[src/rtl/core/assert_macros.svh]
// Assertion macros shared by the stencil RTL.
// Needs nothing else; files that check their own logic include it by name.
`ifndef ASSERT_MACROS_SVH
`define ASSERT_MACROS_SVH

// Condition in this cycle implies property in the same cycle.
`define ASSERT_IMPLIES(name, clk, rst, cond, prop, msg) \
  name: assert property (@(posedge clk) disable iff (rst) (cond) |-> (prop)) \
    else $error(msg);

// Condition in this cycle implies property in the next cycle.
`define ASSERT_NEXT(name, clk, rst, cond, prop, msg) \
  name: assert property (@(posedge clk) disable iff (rst) (cond) |=> (prop)) \
    else $error(msg);

`endif

[src/rtl/core/wes_pkg.sv]
// Package for the 2D wave-equation stencil: beat payload types, codes and
// sequencer control types. Depends on nothing.
`timescale 1ns / 1ps
`default_nettype none

package wes_pkg;

  typedef enum logic [1:0] {
    OP_WRITE_FIELD = 2'd0,
    OP_WRITE_CELL  = 2'd1,
    OP_COMPUTE     = 2'd2
  } opcode_t;

  typedef enum logic [1:0] {
    CFG_FRAMES = 2'd0,
    CFG_WIDTH  = 2'd1,
    CFG_HEIGHT = 2'd2,
    CFG_SCALE  = 2'd3
  } cfg_index_t;

  typedef struct packed {
    logic [1:0]         opcode;
    logic [7:0]         t_pos;
    logic [5:0]         x_pos;
    logic [5:0]         y_pos;
    logic signed [31:0] field_value;
    logic signed [31:0] velocity_value;
    logic signed [31:0] efficiency_value;
  } item_t;

  typedef struct packed {
    logic signed [31:0] next_value;
    logic               saturated;
  } result_t;

  typedef enum logic [1:0] {
    ST_IDLE,
    ST_REDUCE,
    ST_STORE,
    ST_CALC
  } fsm_state_t;

  typedef enum logic [4:0] {
    S_ISSUE,
    S_DOUBLE,
    S_NEGATE,
    S_TWICE,
    S_ADD_XM,
    S_ADD_XP,
    S_ADD_YM,
    S_ADD_YP,
    S_MUL_K,
    S_SAT_K,
    S_MUL_LK,
    S_SAT_LK,
    S_SUB_PREV,
    S_ADD_LK,
    S_MUL_EFF,
    S_SAT_EFF,
    S_FINISH
  } calc_step_t;

  typedef enum logic [2:0] {
    ALU_NOP,
    ALU_ADD,
    ALU_SUB,
    ALU_MUL,
    ALU_MSAT
  } alu_op_t;

  typedef enum logic [2:0] {
    SRC_ZERO,
    SRC_RD,
    SRC_ACC,
    SRC_D,
    SRC_HOLD,
    SRC_SCALE,
    SRC_VEL,
    SRC_EFF
  } operand_t;

  typedef enum logic [2:0] {
    RD_NONE,
    RD_CENTRE,
    RD_XM,
    RD_XP,
    RD_YM,
    RD_YP,
    RD_PREV
  } read_sel_t;

  typedef struct packed {
    alu_op_t op;
    logic    clear;
  } alu_ctrl_t;

  typedef struct packed {
    alu_op_t   op;
    operand_t  a_src;
    operand_t  b_src;
    read_sel_t rd;
    logic      save_d;
    logic      save_hold;
    logic      clear;
  } calc_ctrl_t;

endpackage

`default_nettype wire

[src/rtl/core/wes_alu.sv]
// Shared arithmetic unit: saturating add and subtract, a 32x32 multiply into
// a product register, and the Q16.16 floor shift with saturation.
// Depends on wes_pkg.
`timescale 1ns / 1ps
`default_nettype none

module wes_alu #(
  parameter int VALUE_BITS = 32
) (
  input  logic                clk,
  input  logic                rst,
  input  wes_pkg::alu_ctrl_t  ctrl,
  input  logic signed [31:0]  a,
  input  logic signed [31:0]  b,
  output logic signed [31:0]  acc,
  output logic                clip
);

  import wes_pkg::*;

  localparam int EFF_BITS = (VALUE_BITS > 32) ? 32 : VALUE_BITS;
  localparam int WIDE = 49;
  localparam logic signed [WIDE-1:0] SAT_HI =
    WIDE'((longint'(1) <<< (EFF_BITS - 1)) - 1);
  localparam logic signed [WIDE-1:0] SAT_LO = -SAT_HI - WIDE'(1);

  logic signed [63:0]     prod;
  logic signed [WIDE-1:0] wide;
  logic                   over, under, writes_acc;
  logic signed [31:0]     sat_res;

  always_comb begin
    wide       = '0;
    writes_acc = 1'b0;
    unique case (ctrl.op)
      ALU_ADD: begin
        wide       = {{(WIDE-32){a[31]}}, a} + {{(WIDE-32){b[31]}}, b};
        writes_acc = 1'b1;
      end
      ALU_SUB: begin
        wide       = {{(WIDE-32){a[31]}}, a} - {{(WIDE-32){b[31]}}, b};
        writes_acc = 1'b1;
      end
      ALU_MSAT: begin
        // Arithmetic shift by 16 is the floor of the product over 65536.
        wide       = {prod[63], prod[63:16]};
        writes_acc = 1'b1;
      end
      ALU_NOP, ALU_MUL: begin
        wide       = '0;
        writes_acc = 1'b0;
      end
      default: begin
        wide       = '0;
        writes_acc = 1'b0;
      end
    endcase
    over    = wide > SAT_HI;
    under   = wide < SAT_LO;
    sat_res = over ? SAT_HI[31:0] : (under ? SAT_LO[31:0] : wide[31:0]);
  end

  always_ff @(posedge clk) begin
    if (writes_acc) begin
      acc <= sat_res;
    end
    if (ctrl.op == ALU_MUL) begin
      prod <= a * b;
    end
  end

  always_ff @(posedge clk) begin
    if (rst) begin
      clip <= 1'b0;
    end else if (ctrl.clear) begin
      clip <= 1'b0;
    end else if (writes_acc && (over || under)) begin
      clip <= 1'b1;
    end
  end

endmodule

`default_nettype wire

[config.mk]
export PLATFORM = sky130hd
export DESIGN_NAME = wes_alu
export DESIGN_NICKNAME = d
export VERILOG_FILES = /design/src/rtl/core/assert_macros.svh /design/src/rtl/core/wes_pkg.sv /design/src/rtl/core/wes_alu.sv
export SDC_FILE = /design/constraint.sdc
export NUM_CORES = 2
export LEC_CHECK = 0
export BUFFER_PORTS_ARGS = -buffer_cell sky130_fd_sc_hd__buf_2
export CORE_MARGIN = 5
export CORE_UTILIZATION = 55
export CTS_CLUSTER_DIAMETER = 100
export CTS_CLUSTER_SIZE = 8
export DETAILED_ROUTE_END_ITERATION = 10
export PLACE_DENSITY = 0.75
export SLEW_MARGIN = 10
export SYNTH_ARGS = -nofsm -noshare
export SYNTH_HDL_FRONTEND = slang
export SYNTH_SLANG_ARGS = --single-unit
export TNS_END_PERCENT = 10
[constraint.sdc]
create_clock -name clk -period 8.7 [get_ports clk]
set_input_delay 1.74 -clock clk [delete_from_list [all_inputs] [get_ports clk]]
set_output_delay 1.74 -clock clk [all_outputs]
set_load 0.01 [all_outputs]
* Word level (Yosys, flattened, before mapping)
Index checks and enable logic that the tools add are counted.
** Storage, ports and cells
- Bits in registers :: 97
- Input bits :: 70
- Output and inout bits :: 33
- Word-level logic and storage cells :: 19
** Cells by class
- Add/sub/neg operators :: 2
- Multipliers :: 1
- Magnitude comparators :: 2
- Equal/unequal tests :: 4
- Multiplexer cells :: 3
- Reductions and logical operators :: 4
** Operators by type and width (count)
- 49-bit one-hot mux with 3 select lines :: 1
- 32-bit by 32-bit multiplier with 64-bit output :: 1
- 49-bit by 32-bit greater-than comparator with 1-bit output (second input constant) :: 1
- 49-bit by 32-bit less-than comparator with 1-bit output (second input constant) :: 1
- 32-bit by 32-bit adder with 33-bit output :: 1
- 32-bit by 32-bit subtractor with 33-bit output :: 1
- 32-bit 2-to-1 mux :: 1
- 3-bit by 2-bit equality test with 1-bit output (second input constant) :: 2
- 3-bit by 1-bit equality test with 1-bit output (second input constant) :: 1
- 3-bit equality test (second input constant) :: 1
- 3-bit OR reduction :: 1
- 2-bit OR reduction :: 1
- 1-bit logical AND :: 1
- 1-bit logical OR :: 1
- 1-bit 2-to-1 mux :: 1

* Longest topological paths before layout
- Depth in word-level cells :: 5
- Gate-level depth with buffers :: 29
- Gate-level depth less buffers :: 27

* Worst setup path before layout
Ideal clock, no wire load.
- Path type :: in2reg
- Start point :: input port b[3]
- End point :: register prod[63], data pin
- Library setup time :: 0.262 ns
- Arrival :: 8.868 ns
- Data required time :: 8.438 ns
- Slack :: -0.429 ns
- Stages :: 27
- Buffers on the path :: 2
- Cell sequence :: clkbuf_1 inv_1 nor2_1 fa_1 fa_1 fa_1 fa_1 inv_1 fa_1 inv_1 fa_1 inv_1 fa_1 inv_1 fa_1 ha_1 clkbuf_1 inv_1 o21bai_1 a21oi_1 o21a_1 o21a_1 o21ai_0 a21oi_1 o22ai_1 a211oi_1 xnor2_1
** On the way
- Longest elaborated chain between the ends :: 1
** Ends and longest elaborated chain
- from (decl) :: RTL line wes_alu.sv:14 : input logic signed [31:0] b,
- 32-bit by 32-bit multiplier with 64-bit output :: RTL line wes_alu.sv:68 : prod <= a * b;
- to (signal assigned) :: RTL line wes_alu.sv:68
- to (decl) :: RTL line wes_alu.sv:27 : logic signed [63:0] prod;
Every way passes these cells.
A chain may end at the register's enable or synchronous reset.

* Worst setup path after layout
- Start point :: input port a[10]
- End point :: register prod[57], data pin
** On the way
- Longest elaborated chain between the ends :: 1
** Ends and longest elaborated chain
- from (decl) :: RTL line wes_alu.sv:13 : input logic signed [31:0] a,
- 32-bit by 32-bit multiplier with 64-bit output :: RTL line wes_alu.sv:68
Every way passes these cells.

==> flow_summary.toml <==
[yosys]
fraction_of_the_mapped_netlist_area_in_compound_gates = 0.0669
synth_top_area_frac = 0.513
synth.top_cells.by_area = "sky130_fd_sc_hd__fa_1 51%, sky130_fd_sc_hd__inv_1 9.3%, sky130_fd_sc_hd__ha_1 7.3%"
yosys.cell_count.top_type = "sky130_fd_sc_hd__fa_1"
synth-async-reset-ratio = 0
synth_seq_area_share = 0.0573
synth-simple-area-share = 0.151
number_of_enable_flip_flop_cells_after_synthesis = 80
average_cell_area_after_synthesis_um2 = 9.35
ys_seq_elements = 81
synth_cells = 4518
yosys.area.top_type = "sky130_fd_sc_hd__fa_1"
synth-xor-area-share = 0.0216
ys_types = 87
cell_area_synth_um2 = 42200
synth_ff_type = "sky130_fd_sc_hd__edfxtp_1"
yosys-mux-area-fraction = 0.00124
synth_top_family_by_area = "adder cells"
synth-adder-area-share = 0.586
yosys_warnings = 0
synth_common_cells = "1083 x sky130_fd_sc_hd__fa_1, 1047 x sky130_fd_sc_hd__inv_1, 510 x sky130_fd_sc_hd__nand2_1, 480 x sky130_fd_sc_hd__and2_1, 245 x sky130_fd_sc_hd__ha_1"
synth.net_count = 5916

[sta]
setup_total_neg_slack_ns = -0.0109
whs_ns = 0.549
timing.slew.headroom = 0.412
period_minus_slack_ns = 8.71
layout_setup_ws_ns = -0.0109
setup_viol_count_final = 1
fmax_mhz = 115
report.final.hold_viol_count = 0
layout_worst_path_cycle_share = 1.00
actual_slew_at_the_worst_max_slew_pin_ns = 0.882
slew_violations = 0
finClkSkew_ns = 0.00620
rsz_0062_raised_after_global_routing = "true"

[critical_path]
timing.critical_path.arrival_ns = 8.80
worstSetupEndpointType = "flop"
worst-path-max-fanout = 14
path_class = "input pin to flop"
critPathRequiredTime_ns = 8.79
crit_path_start_kind = "input pin"

[worst_hold_path]
worstHoldPathType = "flop to flop"

[floorplan]
core.rowCount = 101
initial_core_utilization = 0.555
die_x_um = 287
core_um2 = 76100
die_y_um = 287
pin_count = 103
die_area_um2 = 82400

[cells_and_area]
final_area_um2 = 48800
total_area_of_multi_input_combinational_cells_um2 = 35400
layout-drive-gt1-share = 0.154
synthToLayoutAreaGrowth_pct = 15.4
design.final.nets = 6312
seqCellArea_um2 = 2420
fill_cell_count = 6083

[clocking]
clock_sinks = 81
cts_root_buf = "sky130_fd_sc_hd__clkbuf_16"
cts-root-to-sink-buffers = 2
clock_insertion_delay_worst_skew_ns = 0.35
clkSlewWorstSetupHoldPaths_ns = 0.07
tritoncts = "built"
cts_htree_levels = 3
numCtsBuffers = 9

[place]
place.gp.congestion = 0.972
detailed_place_hpwl_mm = 107
place_area_um2 = 47500
place_ws_ns = -0.908
placement.io_buffers = 102

[grt]
grt_start_max_net_pins = 49
number_of_antenna_violations_at_the_first_check_in_global_routing = 4
grt_first_pass_wirelength_mm = 199
via_count_of_the_first_global_routing_pass = 36300
global_route.usage.total = 0.310
grt_overflow = 0

[route]
drt_iter0_drc = 2631
detail_route.wirelength_mm = 125
route.detailed.drc = 0
drtPass1Iterations = 8
wire_per_inst_um = 21.0
route.detailed.vias_per_inst = 5.53
drtAntennaViolNets = 0
route.vias.total = 32900

[flow_run]
max_cap_violations = 0

[outcome]
result_of_the_run = "finished, violations left"
violations = "negative setup slack"
timing repair:
action	in CTS	in global routing
cloned	0	3
resized for setup	37	148
endpoints found under the setup margin	23	29
hold buffers	0	0
pin swaps	14	67
setup buffers	3	24
placed cells by master, fill, tap and decap left out, types with 20 or more instances in the layout:
cell type and instances:
sky130_fd_sc_hd__o21ai_1 21, sky130_fd_sc_hd__nor3_1 26, sky130_fd_sc_hd__a21oi_1 112, sky130_fd_sc_hd__buf_2 68, sky130_fd_sc_hd__a21o_1 32, sky130_fd_sc_hd__buf_4 467
sky130_fd_sc_hd__and2_1 476, sky130_fd_sc_hd__ha_1 231, sky130_fd_sc_hd__buf_12 57, sky130_fd_sc_hd__xor2_1 28, sky130_fd_sc_hd__fa_1 1064, sky130_fd_sc_hd__inv_1 1035
sky130_fd_sc_hd__nor2_1 153, sky130_fd_sc_hd__o21ai_0 65, sky130_fd_sc_hd__nand2b_1 20, sky130_fd_sc_hd__xnor2_1 76, sky130_fd_sc_hd__nand2_1 506, sky130_fd_sc_hd__edfxtp_1 80
critical path, stage by stage:
cell,delay [ns]
sky130_fd_sc_hd__buf_4,0.17
sky130_fd_sc_hd__buf_8,0.16
sky130_fd_sc_hd__buf_12,0.15
sky130_fd_sc_hd__and2_1,0.18
sky130_fd_sc_hd__fa_1,0.54
sky130_fd_sc_hd__inv_1,0.05
sky130_fd_sc_hd__fa_1,0.47
sky130_fd_sc_hd__inv_1,0.05
sky130_fd_sc_hd__fa_1,0.49
sky130_fd_sc_hd__fa_1,0.58
sky130_fd_sc_hd__fa_1,0.43
sky130_fd_sc_hd__fa_1,0.51
sky130_fd_sc_hd__fa_1,0.42
sky130_fd_sc_hd__fa_1,0.59
sky130_fd_sc_hd__ha_4,0.23
sky130_fd_sc_hd__a21o_1,0.20
sky130_fd_sc_hd__a21o_1,0.17
sky130_fd_sc_hd__a21oi_2,0.14
sky130_fd_sc_hd__o211ai_1,0.14
sky130_fd_sc_hd__a31oi_1,0.21
sky130_fd_sc_hd__buf_4,0.16
sky130_fd_sc_hd__a21oi_2,0.05
sky130_fd_sc_hd__a211o_1,0.33
sky130_fd_sc_hd__o31ai_4,0.31
sky130_fd_sc_hd__mux2i_1,0.26
sky130_fd_sc_hd__nor4b_2,0.07
final timing paths:
kind | start | end | slack [ns] | depth (start not counted)
max reg2reg | prod[55] | acc[1] | 5.84 | 7
min reg2reg | clip | clip | 0.55 | 1
min | clip | clip | 0.55 | 1
max | a[10] | prod[57] | -0.01 | 26
area by class of cell:
type,count,area share
Sequential cell,81,0.0497
Antenna cell,3,0.000154
Clock inverter,7,0.00216
Timing Repair Buffer,626,0.111
Tap cell,1030,0.0264
Inverter,1049,0.0809
Clock buffer,9,0.00462
Multi-Input combinational cell,3147,0.725
state kept, by name, indices dropped and copies added (netlist names):
| signal | flops |
|---|---|
| acc | 32 |
| prod | 48 |
| clip | 1 |
layer usage:
layer / GRT usage / up-vias / routed length, µm
met4: 0.137 / 2 / 7140
li1: - / 14200 / -
met1: 0.392 / 16800 / 46300
met5: 0 / - / 9
met2: 0.524 / 1479 / 60700
met3: 0.0582 / 385 / 10800
stage by stage:
step | instances | util
finish | 5952 | 0.641
CTS | 5922 | 0.631
floorplan | 4518 | -
detailed placement | 5903 | 0.624
global placement | 5903 | 0.624
global route | 5950 | 0.641
kinds of logic after synthesis:
kind of cell / count (synthesis)
adder cells (fa/ha/maj): 1328
AND/OR/NAND/NOR: 1287
flip-flops: 81
XOR/XNOR: 104
multiplexers: 5
buffers and inverters: 1290
AO/OA/AOI/OAI: 423
Power is left out: the tool's default activity adds up to more than one toggle a clock period on the data nets, which glitch-free logic cannot reach.
