**config.mk**
```make
export PLATFORM = sky130hd
export DESIGN_NAME = wes_posmod
export DESIGN_NICKNAME = d
export VERILOG_FILES = /design/src/rtl/core/wes_posmod.sv
export VERILOG_INCLUDE_DIRS = /design/src /design/src/rtl/core
export SDC_FILE = /design/constraint.sdc
export NUM_CORES = 1
export LEC_CHECK = 0
export ABC_AREA = 1
export BUFFER_PORTS_ARGS = -buffer_cell sky130_fd_sc_hd__buf_2
export CORE_ASPECT_RATIO = 1.2
export CORE_MARGIN = 4
export CORE_UTILIZATION = 52
export CTS_BUF_LIST = sky130_fd_sc_hd__clkbuf_4 sky130_fd_sc_hd__clkbuf_8
export CTS_CLUSTER_SIZE = 12
export DETAILED_ROUTE_END_ITERATION = 16
export PLACE_DENSITY = 0.78
export SETUP_SLACK_MARGIN = 0.05
export SLEW_MARGIN = 20
export SYNTH_ARGS = -nofsm -noshare
export SYNTH_HDL_FRONTEND = slang
export SYNTH_SLANG_ARGS = --single-unit
```
**constraint.sdc**
```tcl
create_clock -name clk -period 2 [get_ports clk]
set_clock_uncertainty 0.15 [all_clocks]
set_input_delay 0 -clock clk [delete_from_list [all_inputs] [get_ports clk]]
set_output_delay 0 -clock clk [all_outputs]
set_load 0.1 [all_outputs]
```
**src/rtl/core/assert_macros.svh**
```systemverilog
// Assertion macros shared by the stencil RTL.
// Needs nothing else; files that check their own logic include it by name.
`ifndef ASSERT_MACROS_SVH
`define ASSERT_MACROS_SVH

// Condition in this cycle implies property in the same cycle.
`define ASSERT_IMPLIES(name, clk, rst, cond, prop, msg) \
  name: assert property (@(posedge clk) disable iff (rst) (cond) |-> (prop)) \
    else $error(msg);

// Condition in this cycle implies property in the next cycle.
`define ASSERT_NEXT(name, clk, rst, cond, prop, msg) \
  name: assert property (@(posedge clk) disable iff (rst) (cond) |=> (prop)) \
    else $error(msg);

`endif

```
**src/rtl/core/wes_posmod.sv**
```systemverilog
// Position reduction: t, x and y taken modulo the ring and grid sizes by a
// bit-serial restoring remainder, three lanes sharing one step counter.
// Depends on assert_macros.svh.
`timescale 1ns / 1ps
`default_nettype none
`include "assert_macros.svh"

module wes_posmod (
  input  logic       clk,
  input  logic       rst,
  input  logic       start,
  input  logic [7:0] t_in,
  input  logic [5:0] x_in,
  input  logic [5:0] y_in,
  input  logic [2:0] nt,
  input  logic [6:0] nx,
  input  logic [6:0] ny,
  output logic       done,
  output logic [2:0] t_mod,
  output logic [6:0] x_mod,
  output logic [6:0] y_mod
);

  localparam int STEPS = 8;
  localparam int CW = $clog2(STEPS);

  logic          busy;
  logic [CW-1:0] cnt;
  logic [7:0]    num_t, num_x, num_y;
  logic [7:0]    rem_t, rem_x, rem_y;

  // One restoring step: bring in the next numerator bit, subtract if it fits.
  // The remainder stays below the divisor, so its top bit is always clear.
  function automatic logic [7:0] rem_step(input logic [7:0] r, input logic b,
                                          input logic [6:0] d);
    logic [7:0] s;
    s = {r[6:0], b};
    if (s >= {1'b0, d}) begin
      s = s - {1'b0, d};
    end
    return s;
  endfunction

  always_ff @(posedge clk) begin
    if (rst) begin
      busy <= 1'b0;
      done <= 1'b0;
      cnt  <= '0;
    end else begin
      done <= 1'b0;
      if (start) begin
        busy <= 1'b1;
        cnt  <= '0;
      end else if (busy) begin
        cnt <= cnt + 1'b1;
        if (cnt == CW'(STEPS - 1)) begin
          busy <= 1'b0;
          done <= 1'b1;
        end
      end
    end
  end

  always_ff @(posedge clk) begin
    if (start) begin
      num_t <= t_in;
      num_x <= {2'b00, x_in};
      num_y <= {2'b00, y_in};
      rem_t <= '0;
      rem_x <= '0;
      rem_y <= '0;
    end else if (busy) begin
      num_t <= num_t << 1;
      num_x <= num_x << 1;
      num_y <= num_y << 1;
      rem_t <= rem_step(rem_t, num_t[7], {4'b0000, nt});
      rem_x <= rem_step(rem_x, num_x[7], nx);
      rem_y <= rem_step(rem_y, num_y[7], ny);
    end
  end

  assign t_mod = rem_t[2:0];
  assign x_mod = rem_x[6:0];
  assign y_mod = rem_y[6:0];

  `ASSERT_IMPLIES(a_rem_t_below, clk, rst, done, rem_t < 8'(nt), "t remainder not reduced")
  `ASSERT_IMPLIES(a_rem_x_below, clk, rst, done, rem_x < 8'(nx), "x remainder not reduced")
  `ASSERT_IMPLIES(a_rem_y_below, clk, rst, done, rem_y < 8'(ny), "y remainder not reduced")

endmodule

`default_nettype wire

```
Word level (Yosys, flattened, before mapping)
Cells that the tools add are included.
W data, S select, Z words.
{"block": "totals", "register_bits": 50, "wordCells": 36, "out_inout_bits": 18}
{"block": "op_classes", "addsub": 4, "reduce_logical": 3, "n_lt_le_gt_ge": 3, "bitwise": 1, "n_eq_ne": 1, "n_mux": 13}
{"op": "$mux W6", "count": 4}
{"op": "$mux W7", "count": 3}
{"op": "$ge A8 B7 Y1", "count": 2}
{"op": "$mux W8", "count": 2}
{"op": "$sub A7 B7 Y7", "count": 2}
{"op": "$ge A8 B3 Y1", "count": 1}
{"op": "$sub A7 B3 Y7", "count": 1}
{"op": "$mux W1", "count": 4}
{"op": "$add A3 B1 Y3 const B", "count": 1}
{"op": "$eq A3 B3 Y1 const B", "count": 1}
{"op": "$reduce_or A3 Y1", "count": 1}
{"op": "$reduce_bool A2 Y1", "count": 1}
{"op": "$reduce_or A2 Y1", "count": 1}
{"op": "$not A1 Y1", "count": 1}

Depth between registers and ports, before layout
Gate-level depths: netlist of run 1.
{"block": "logic_depth", "ltp_word": 4, "ltp_mapped": 14, "mapped_depth_nobuf": 14}

Worst setup path before layout of run 1
OpenSTA, ideal clock, no wires.
{"block": "synth_timing", "path_kind": "reg-to-reg", "from": "register rem_x[2]", "to": "register rem_x[6]", "path_stages_with_launch": 11, "required_time_ns": 1.734, "t_arrival_ns": 2.098, "setup_ns": 0.116, "setup_slack_ns": -0.364, "cell_sequence": "dfxtp_1 ha_1 or2_1 nand2_2 nand2_2 nand2_4 nand3_1 nand2_1 inv_1 nand2_1 nand2_1"}
{"block": "synth_between", "elab_chain_len": 2, "elab_cells_between_ends": 3, "classes_between": "add/sub: 1; order compare: 1; mux: 1"}
{"item": "from (decl)", "line": "wes_posmod.sv:30", "rtl": "logic [7:0] rem_t, rem_x, rem_y;"}
{"item": "from (signal assigned)", "line": "wes_posmod.sv:77", "rtl": "rem_x <= rem_step(rem_x, num_x[7], nx);"}
{"item": "$sub A7 B7 Y7 / $ge A8 B7 Y1 (equally long branches)", "line": "wes_posmod.sv:39, wes_posmod.sv:38"}
{"item": "$mux W7 *", "line": "wes_posmod.sv:38", "rtl": "if (s >= {1'b0, d}) begin"}
Every way passes the cells marked *; elsewhere a longest branch is shown, timed or not.
A chain may end at the register's enable or synchronous reset.

Final worst setup path of run 1
{"block": "layout_timing", "from": "register num_t[7]", "to": "register rem_t[5]"}
{"block": "layout_between", "elab_chain_len": 2, "elab_cells_between_ends": 3, "classes_between": "add/sub: 1; order compare: 1; mux: 1"}
{"item": "from (decl)", "line": "wes_posmod.sv:29", "rtl": "logic [7:0] num_t, num_x, num_y;"}
{"item": "from (signal assigned)", "line": "wes_posmod.sv:66", "rtl": "num_t <= t_in;"}
{"item": "from (signal assigned)", "line": "wes_posmod.sv:73", "rtl": "num_t <= num_t << 1;"}
{"item": "$sub A7 B3 Y7 / $ge A8 B3 Y1 (equally long branches)", "line": "wes_posmod.sv:39, wes_posmod.sv:38"}
{"item": "$mux W7 *", "line": "wes_posmod.sv:38"}
{"item": "to (signal assigned)", "line": "wes_posmod.sv:76", "rtl": "rem_t <= rem_step(rem_t, num_t[7], {4'b0000, nt});"}
{"item": "to (decl)", "line": "wes_posmod.sv:30"}
Marked as above.

==> out/qor.csv, run 1 <==
stage,metric,value,unit
sta,min Tclk post-route,1.904,ns
critical_path,Reg2Reg Setup Slack,0.1,ns
final_layout,Fillers,480,
global_route,most used routing layer,met2,
clock_tree,Root Driver,clkbuf_8,
synthesis,"Async S/R FF share, synth",0,%
global_route,number of global-route vias before repair,2720,
synthesis,Synth Instances,412,
sta,period utilization,95.18,%
routing,via count of the routed design,2881,
sta,TNS Setup,0,ns
placement,IO buf count,57,
clock_tree,Sink Count,50,
final_layout,fin util,68.93,%
critical_path,critical path required time,2.05,ns
critical_path,worst path bufs/invs,2,
final_layout,# diodes,0,
clock_tree,CTS H-Tree Depth,2,
sta,worst setup margin,0.09638,ns
min_path,sink of the worst hold path,rem_t[0],
routing,DRC marker count from the first detailed-route iteration,208,
critical_path,worst-path fanout max,4,
sta,Max Freq,525.3,MHz
synthesis,post-synthesis net count,474,
sta,Worst Max-Slew Pin Slew,0.6903,ns
final_layout,Area Growth Syn to Fin,27.30,%
routing,Via density,4.942,
floorplanning,CORE AREA,5705,sq um
global_route,first-pass GRT wire length,11.64,mm
placement,routability cong.,0.8726,
final_layout,share of post-route cells with drive strength above 1,27.24,%
critical_path,Reg-to-Reg End,rem_t[5],
job,max-capacitance violation count,0,
routing,Remaining DRCs,0,
global_route,met1 Track Usage GR,21.80,%
clock_tree,Worst-Skew Late Latency,0.30,ns
min_path,worst hold path type,in -> reg,
critical_path,CP max stage cell,edfxtp_1,
power,Peak VDD IR,0.0004662,V
sta,max-slew headroom at the worst pin,53.91,%
routing,Post-DRT Antenna Nets,0,
floorplanning,Rows,30,
critical_path,Worst path most repeated cell,nand2_1,
global_route,initial antenna violation count,0,
power,switching power,1.074,mW
routing,DRT Wirelength,7.100,mm
clock_tree,CTS tree,done,
final_layout,Final nets,564,
sta,final setup fails,0,
final_layout,"commonest cells after routing, fill and taps aside","nand2_1, inv_1, buf_2, nand3_1, dlygate4sd3_1",
floorplanning,Die Wd,78.36,um
final_layout,FF+latch area,1226,sq um
final_layout,"commonest non-fill, non-tap cell in the layout",nand2_1,
status,failing checks,negative hold slack,
synthesis,syn avg cell area,7.498,sq um
synthesis,"EDFF count, synth",20,
min_path,Hold Path Cell Cnt,5,
power,Clock power frac,20.8,%
critical_path,cells along the critical path,inv_1 -> ha_1 -> inv_2 -> fa_2 -> nand2_1 -> nand2_2 -> nor2_2 -> o21ai_0 -> nand3_1 -> nand2_1,
placement,Placement Cell Area,3471,sq um
critical_path,worst-case reg-to-reg path depth,10,
final_layout,post-route design area,3933,sq um
global_route,maximum number of pins on one net before global-route repair,35,
synthesis,"Top FF cell, synth",dfxtp_1,
clock_tree,TritonCTS Buffers,5,
synthesis,synthesized flop and latch total,50,
sta,endpoints failing hold,1,
critical_path,arrival time worst endpoint,1.96,ns
critical_path,CP peak stage delay,0.42,ns
synthesis,Post-Syn Area,3089,sq um
synthesis,Synth Warn #,0,
synthesis,synth unique cells,32,
critical_path,worst reg2reg startpoint,num_t[7],
global_route,GR Util met2,37.64,%
critical_path,CP Capture Type,flip-flop,
routing,drt pass-1 iters,4,
power,Internal,1.758,mW
sta,Fin Hold WS,-0.0004853,ns
floorplanning,# IOs,58,
global_route,total congestion overflow,0,
power,Sw Ratio,37.93,%
critical_path,type of origin of the critical path,flip-flop,
global_route,GRT Overall Usage,19.62,%
critical_path,critical path type,reg -> reg,
placement,pre-CTS setup slack,0.01342,ns
final_layout,area of the multi-input gates,1674,sq um
sta,max-slew violations,0,
synthesis,"Seq/Total Area, Yosys",38.88,%
critical_path,largest delay contributor family on the critical path,simple AND/OR/NAND/NOR gates,
floorplanning,Initial Utilization,54.14,%
floorplanning,die height,92.43,um
global_route,met3 usage,2.724,%
power,Seq pwr share,42.9,%
min_path,hold_sp,nt[0],
floorplanning,die area,7243,sq um
placement,hpwl dp,4.744,mm
routing,WL per Instance,12.18,um
clock_tree,Clock Tree Buf Depth,2,
clock_tree,"CTS clk-pin slew, worst paths",0.10,ns
power,Combinational Power Share,36.3,%
status,status,"finished, violations left",
power,LEAKAGE,2.063,nW
sta,RSZ-0062 raised after global routing,yes,
power,PwrDens,720.1,nW/um^2
synthesized netlist by cell type (2+ instances only):
library cell,n,area [sq um]
a21oi_1,8,40.04
inv_1,64,240.2
o21ai_2,3,26.28
nand4_1,8,50.05
dfxtp_1,30,600.6
or2_1,2,12.51
o21ai_1,10,50.05
fa_1,3,60.06
o22ai_1,2,12.51
nand2_1,147,551.8
nor3_2,2,20.02
inv_2,3,11.26
or2_4,2,17.52
xor2_1,4,35.03
xnor2_1,3,26.28
nand2_4,4,45.04
a21oi_4,2,32.53
ha_1,19,237.7
nor2_4,3,33.78
buf_4,4,30.03
nor2_1,10,37.54
nand3b_1,3,22.52
or2_2,2,12.51
nand2_2,3,18.77
clkbuf_1,4,15.01
nand3_1,37,185.2
o21ai_0,6,30.03
edfxtp_1,20,600.6
state kept, by name (all words and copies together) (netlist names):
signal,flops
rem_y,7
done,1
num_y,8
rem_x,7
rem_t,7
num_t,8
cnt,3
num_x,8
busy,1
power by group through the flow:
stage	Combinational [mW]	Clock (mW)	Sequential, mW
after CTS	0.959	0.599	1.21
after global routing	1.12	0.648	1.23
after detailed placement	0.891	0	1.24
after global placement	0.875	0	1.23
final	1.03	0.590	1.22
after floorplan	0.662	0	1.30
area by class of cell:
class,count,area share (%)
clock buffer,5,1.750
timing repair buffer,90,15.02
sequential,50,31.18
clock inverter,3,0.5409
inverter,67,6.395
multi-input combinational,288,42.57
tap,80,2.545
worst max path at each step:
| stage | cells after the start | slack [ns] | startpoint | end |
|---|---|---|---|---|
| 2_1_floorplan | 9 | 0.06 | rem_x[4] | rem_x[5] |
| 3_3_place_gp | 10 | 0.04 | num_t[7] | rem_t[0] |
| 3_5_place_dp | 12 | 0.01 | num_y[7] | rem_y[0] |
| 4_1_cts | 10 | 0.06 | num_t[7] | rem_t[0] |
| 5_1_grt | 11 | -0.02 | num_t[7] | rem_t[0] |
| 6_report | 10 | 0.1 | num_t[7] | rem_t[5] |
kinds of logic after synthesis:
family,Yosys count,share of synthesized area [%]
flip-flops,50,38.88
buffers and inverters,77,10.21
AO/OA/AOI/OAI,32,6.440
AND/OR/NAND/NOR,224,32.85
adder cells (fa/ha/maj),22,9.640
XOR/XNOR,7,1.985
what timing repair did:
item                                    CTS  global route
hold buffers                             22             1
endpoints found under the setup margin   11            21
hold endpoints to repair                 25             1
setup buffers                             0             5
pin swaps                                 1             9
gates resized for setup                   3            28
gates cloned                              3             0
layer usage:
metal | share of wire [%] | vias up
met2 | 54 | 87
met1 | 40 | 1299
li1 | - | 1484
met4 | 1.5 | 0
met3 | 4.4 | 11
met5 | 0 | -
per-stage QoR:
step	power, mW	std cells
floorplan	1.960	412
global placement	2.109	544
detailed placement	2.129	544
CTS	2.772	577
global route	2.997	583
finish	2.832	583
tightest hold or removal path, cell delays in order:
cell,delay (ns)
buf_2,0.08
ha_1,0.14
o21ai_1,0.08
nand2_1,0.07
o21ai_1,0.05
Power figures use the tool's default switching activity.
==> run 2, diff against run 1 <==
- RECOVER_POWER: default -> 100
==> run 2 against run 1 <==
- critical path depth increased by 3
- register-to-register slack is essentially flat
- fmax fell by 0.47%
- via count is 0.42% lower
- total power decreased by 0.48%
- final cell count unchanged
- combinational power barely moved
- sequential power about the same
- clock power about the same
- the run still ends with negative hold slack left
- worst setup slack worse by 0.0090 ns
==> out/qor.csv, run 2 (same netlist as run 1, synthesis figures left out) <==
stage,metric,value,unit,change
status,status,"finished, violations left",,
status,failing checks,negative hold slack,,
critical_path,CP max stage cell,fa_2,,
sta,Max Freq,522.9,MHz,-0.47%
final_layout,"commonest non-fill, non-tap cell in the layout",nand2_1,,
routing,Remaining DRCs,0,,unchanged
critical_path,worst path bufs/invs,2,,unchanged
sta,worst setup margin,0.08743,ns,-0.008950 ns
sta,max-slew violations,0,,unchanged
sta,Worst Max-Slew Pin Slew,1.218,ns,+0.5278 ns
final_layout,# diodes,0,,unchanged
critical_path,critical path type,reg -> reg,,
power,Final Power,2.818,mW,-0.48%
power,Sw Ratio,37.89,%,-0.041 points
final_layout,share of post-route cells with drive strength above 1,23.46,%,-3.8 points
floorplanning,# IOs,58,,unchanged
floorplanning,die height,92.43,um,unchanged
routing,Via density,4.921,,-0.42%
global_route,initial antenna violation count,0,,unchanged
clock_tree,TritonCTS Buffers,5,,unchanged
sta,min Tclk post-route,1.913,ns,+0.008950 ns
sta,final setup fails,0,,unchanged
final_layout,"commonest cells after routing, fill and taps aside","nand2_1, inv_1, buf_2, nand3_1, dlygate4sd3_1",,
critical_path,worst-case reg-to-reg path depth,13,,+3
placement,pre-CTS setup slack,0.01342,ns,unchanged
critical_path,CP peak stage delay,0.37,ns,-0.05 ns
min_path,hold_sp,nt[0],,
placement,IO buf count,57,,unchanged
floorplanning,Rows,30,,unchanged
routing,DRT Wirelength,7.126,mm,+0.37%
critical_path,CP Capture Type,flip-flop,,
clock_tree,"CTS clk-pin slew, worst paths",0.10,ns,about the same
power,Clock power frac,20.9,%,about the same
critical_path,type of origin of the critical path,flip-flop,,
clock_tree,Root Driver,clkbuf_8,,
routing,WL per Instance,12.22,um,+0.37%
routing,via count of the routed design,2869,,-0.42%
clock_tree,Clock Tree Buf Depth,2,,unchanged
power,Combinational Power Share,35.9,%,-0.4 points
final_layout,area of the multi-input gates,1657,sq um,-1.0%
sta,Fin Hold WS,-0.002047,ns,-0.001562 ns
sta,TNS Setup,0,ns,unchanged
sta,RSZ-0062 raised after global routing,yes,,
min_path,Hold Path Cell Cnt,5,,unchanged
routing,drt pass-1 iters,5,,+1
power,PwrDens,723.3,nW/um^2,+0.45%
final_layout,Area Growth Syn to Fin,26.12,%,
placement,cell total after placement,544,,unchanged
routing,DRC marker count from the first detailed-route iteration,185,,-11%
critical_path,largest delay contributor family on the critical path,simple AND/OR/NAND/NOR gates,,
critical_path,Reg2Reg Setup Slack,0.09,ns,about the same
power,Internal,1.750,mW,-0.41%
min_path,worst hold path type,in -> reg,,
floorplanning,Die Wd,78.36,um,unchanged
power,switching power,1.068,mW,-0.59%
critical_path,cells along the critical path,inv_2 -> ha_4 -> inv_2 -> fa_2 -> nand2_2 -> nand2_2 -> nand2_2 -> nand2_4 -> nand2_4 -> nand2_4 -> nand2_1 -> nand3_1 -> o21ai_2,,
global_route,GRT Overall Usage,19.62,%,unchanged
critical_path,arrival time worst endpoint,1.98,ns,+0.02 ns
routing,Post-DRT Antenna Nets,0,,unchanged
global_route,total congestion overflow,0,,unchanged
final_layout,Final Non-Filler Cells,583,,unchanged
clock_tree,CTS H-Tree Depth,2,,unchanged
global_route,first-pass GRT wire length,11.64,mm,unchanged
floorplanning,Initial Utilization,54.14,%,unchanged
final_layout,Fillers,494,,+2.9%
sta,endpoints failing hold,1,,unchanged
clock_tree,Sink Count,50,,unchanged
power,Peak VDD IR,0.0004673,V,+0.24%
sta,period utilization,95.63,%,+0.45 points
job,max-capacitance violation count,0,,unchanged
min_path,sink of the worst hold path,rem_t[0],,
critical_path,worst-path fanout max,6,,+2
global_route,maximum number of pins on one net before global-route repair,35,,unchanged
final_layout,FF+latch area,1226,sq um,unchanged
critical_path,Reg-to-Reg End,rem_y[2],,
critical_path,critical path required time,2.07,ns,+0.02 ns
power,LEAKAGE,1.993,nW,-3.4%
clock_tree,Worst-Skew Late Latency,0.30,ns,about the same
placement,routability cong.,0.8726,,unchanged
global_route,number of global-route vias before repair,2720,,unchanged
clock_tree,CTS tree,done,,
final_layout,Final nets,564,,unchanged
power,Seq pwr share,43.1,%,+0.2 points
placement,hpwl dp,4.744,mm,unchanged
floorplanning,CORE AREA,5705,sq um,unchanged
critical_path,worst reg2reg startpoint,num_y[7],,
floorplanning,die area,7243,sq um,unchanged
sta,max-slew headroom at the worst pin,19.14,%,-35 points
final_layout,top flop regs,"num_t (8), num_x (8), num_y (8)",,
-- run 2: cell types whose count changed in the layout (fill, tap and decap cells not counted), moves of 2 or more --
cell / delta
nor2_4: -2
clkbuf_1: +15
nor2_1: +2
clkbuf_2: +3
buf_2: -18
-- run 2: worst max-delay path by stage --
stage	from	to	slack [ns]	cells past startpoint
finish	num_y[7]	rem_y[2]	0.09	13
global placement	num_t[7]	rem_t[0]	0.04	10
global route	num_t[7]	rem_t[0]	-0.02	11
CTS	num_t[7]	rem_t[0]	0.06	10
detailed placement	num_y[7]	rem_y[0]	0.01	12
floorplan	rem_x[4]	rem_x[5]	0.06	9
-- run 2: final cells by class --
type                       instances  area share, %
inverter                          67          6.455
clock buffer                       5          1.766
tap                               80          2.569
timing repair buffer              90          14.68
multi-input combinational        288          42.52
sequential                        50          31.47
clock inverter                     3         0.5459
-- run 2: tightest hold or removal path: stages --
cell	delay (ns)
buf_2	0.08
ha_1	0.14
o21ai_1	0.07
nand2_1	0.07
o21ai_1	0.05
-- run 2: per-stage QoR --
| stage | instance area [sq um] | utilization (%) |
|---|---|---|
| after global placement | 3471 | 60.83 |
| after floorplan | 3112 | - |
| after global routing | 3896 | 68.29 |
| final | 3896 | 68.29 |
| after CTS | 3807 | 66.73 |
| after detailed placement | 3471 | 60.83 |
-- run 2: metal layers --
| layer | GRT usage, % | vias to the layer above | wire, um |
|---|---|---|---|
| li1 | - | 1483 | - |
| met1 | 21.80 | 1303 | 2880 |
| met2 | 37.64 | 72 | 3849 |
| met3 | 2.724 | 11 | 286 |
| met4 | 6.706 | 0 | 110 |
| met5 | 0 | - | 0 |
-- run 2: timing repair --
action,CTS,global route
pin swaps,1,9
setup endpoints to repair,11,21
resized for setup,3,28
buffers inserted,0,5
hold endpoints to repair,25,1
gates cloned,3,0
hold buffers,22,1
-- run 2: power groups by stage --
stage,combinational (mW),clock (mW),sequential (mW)
finish,1.01,0.590,1.22
global route,1.11,0.648,1.23
CTS,0.959,0.599,1.21
detailed placement,0.891,0,1.24
global placement,0.875,0,1.23
floorplan,0.662,0,1.30
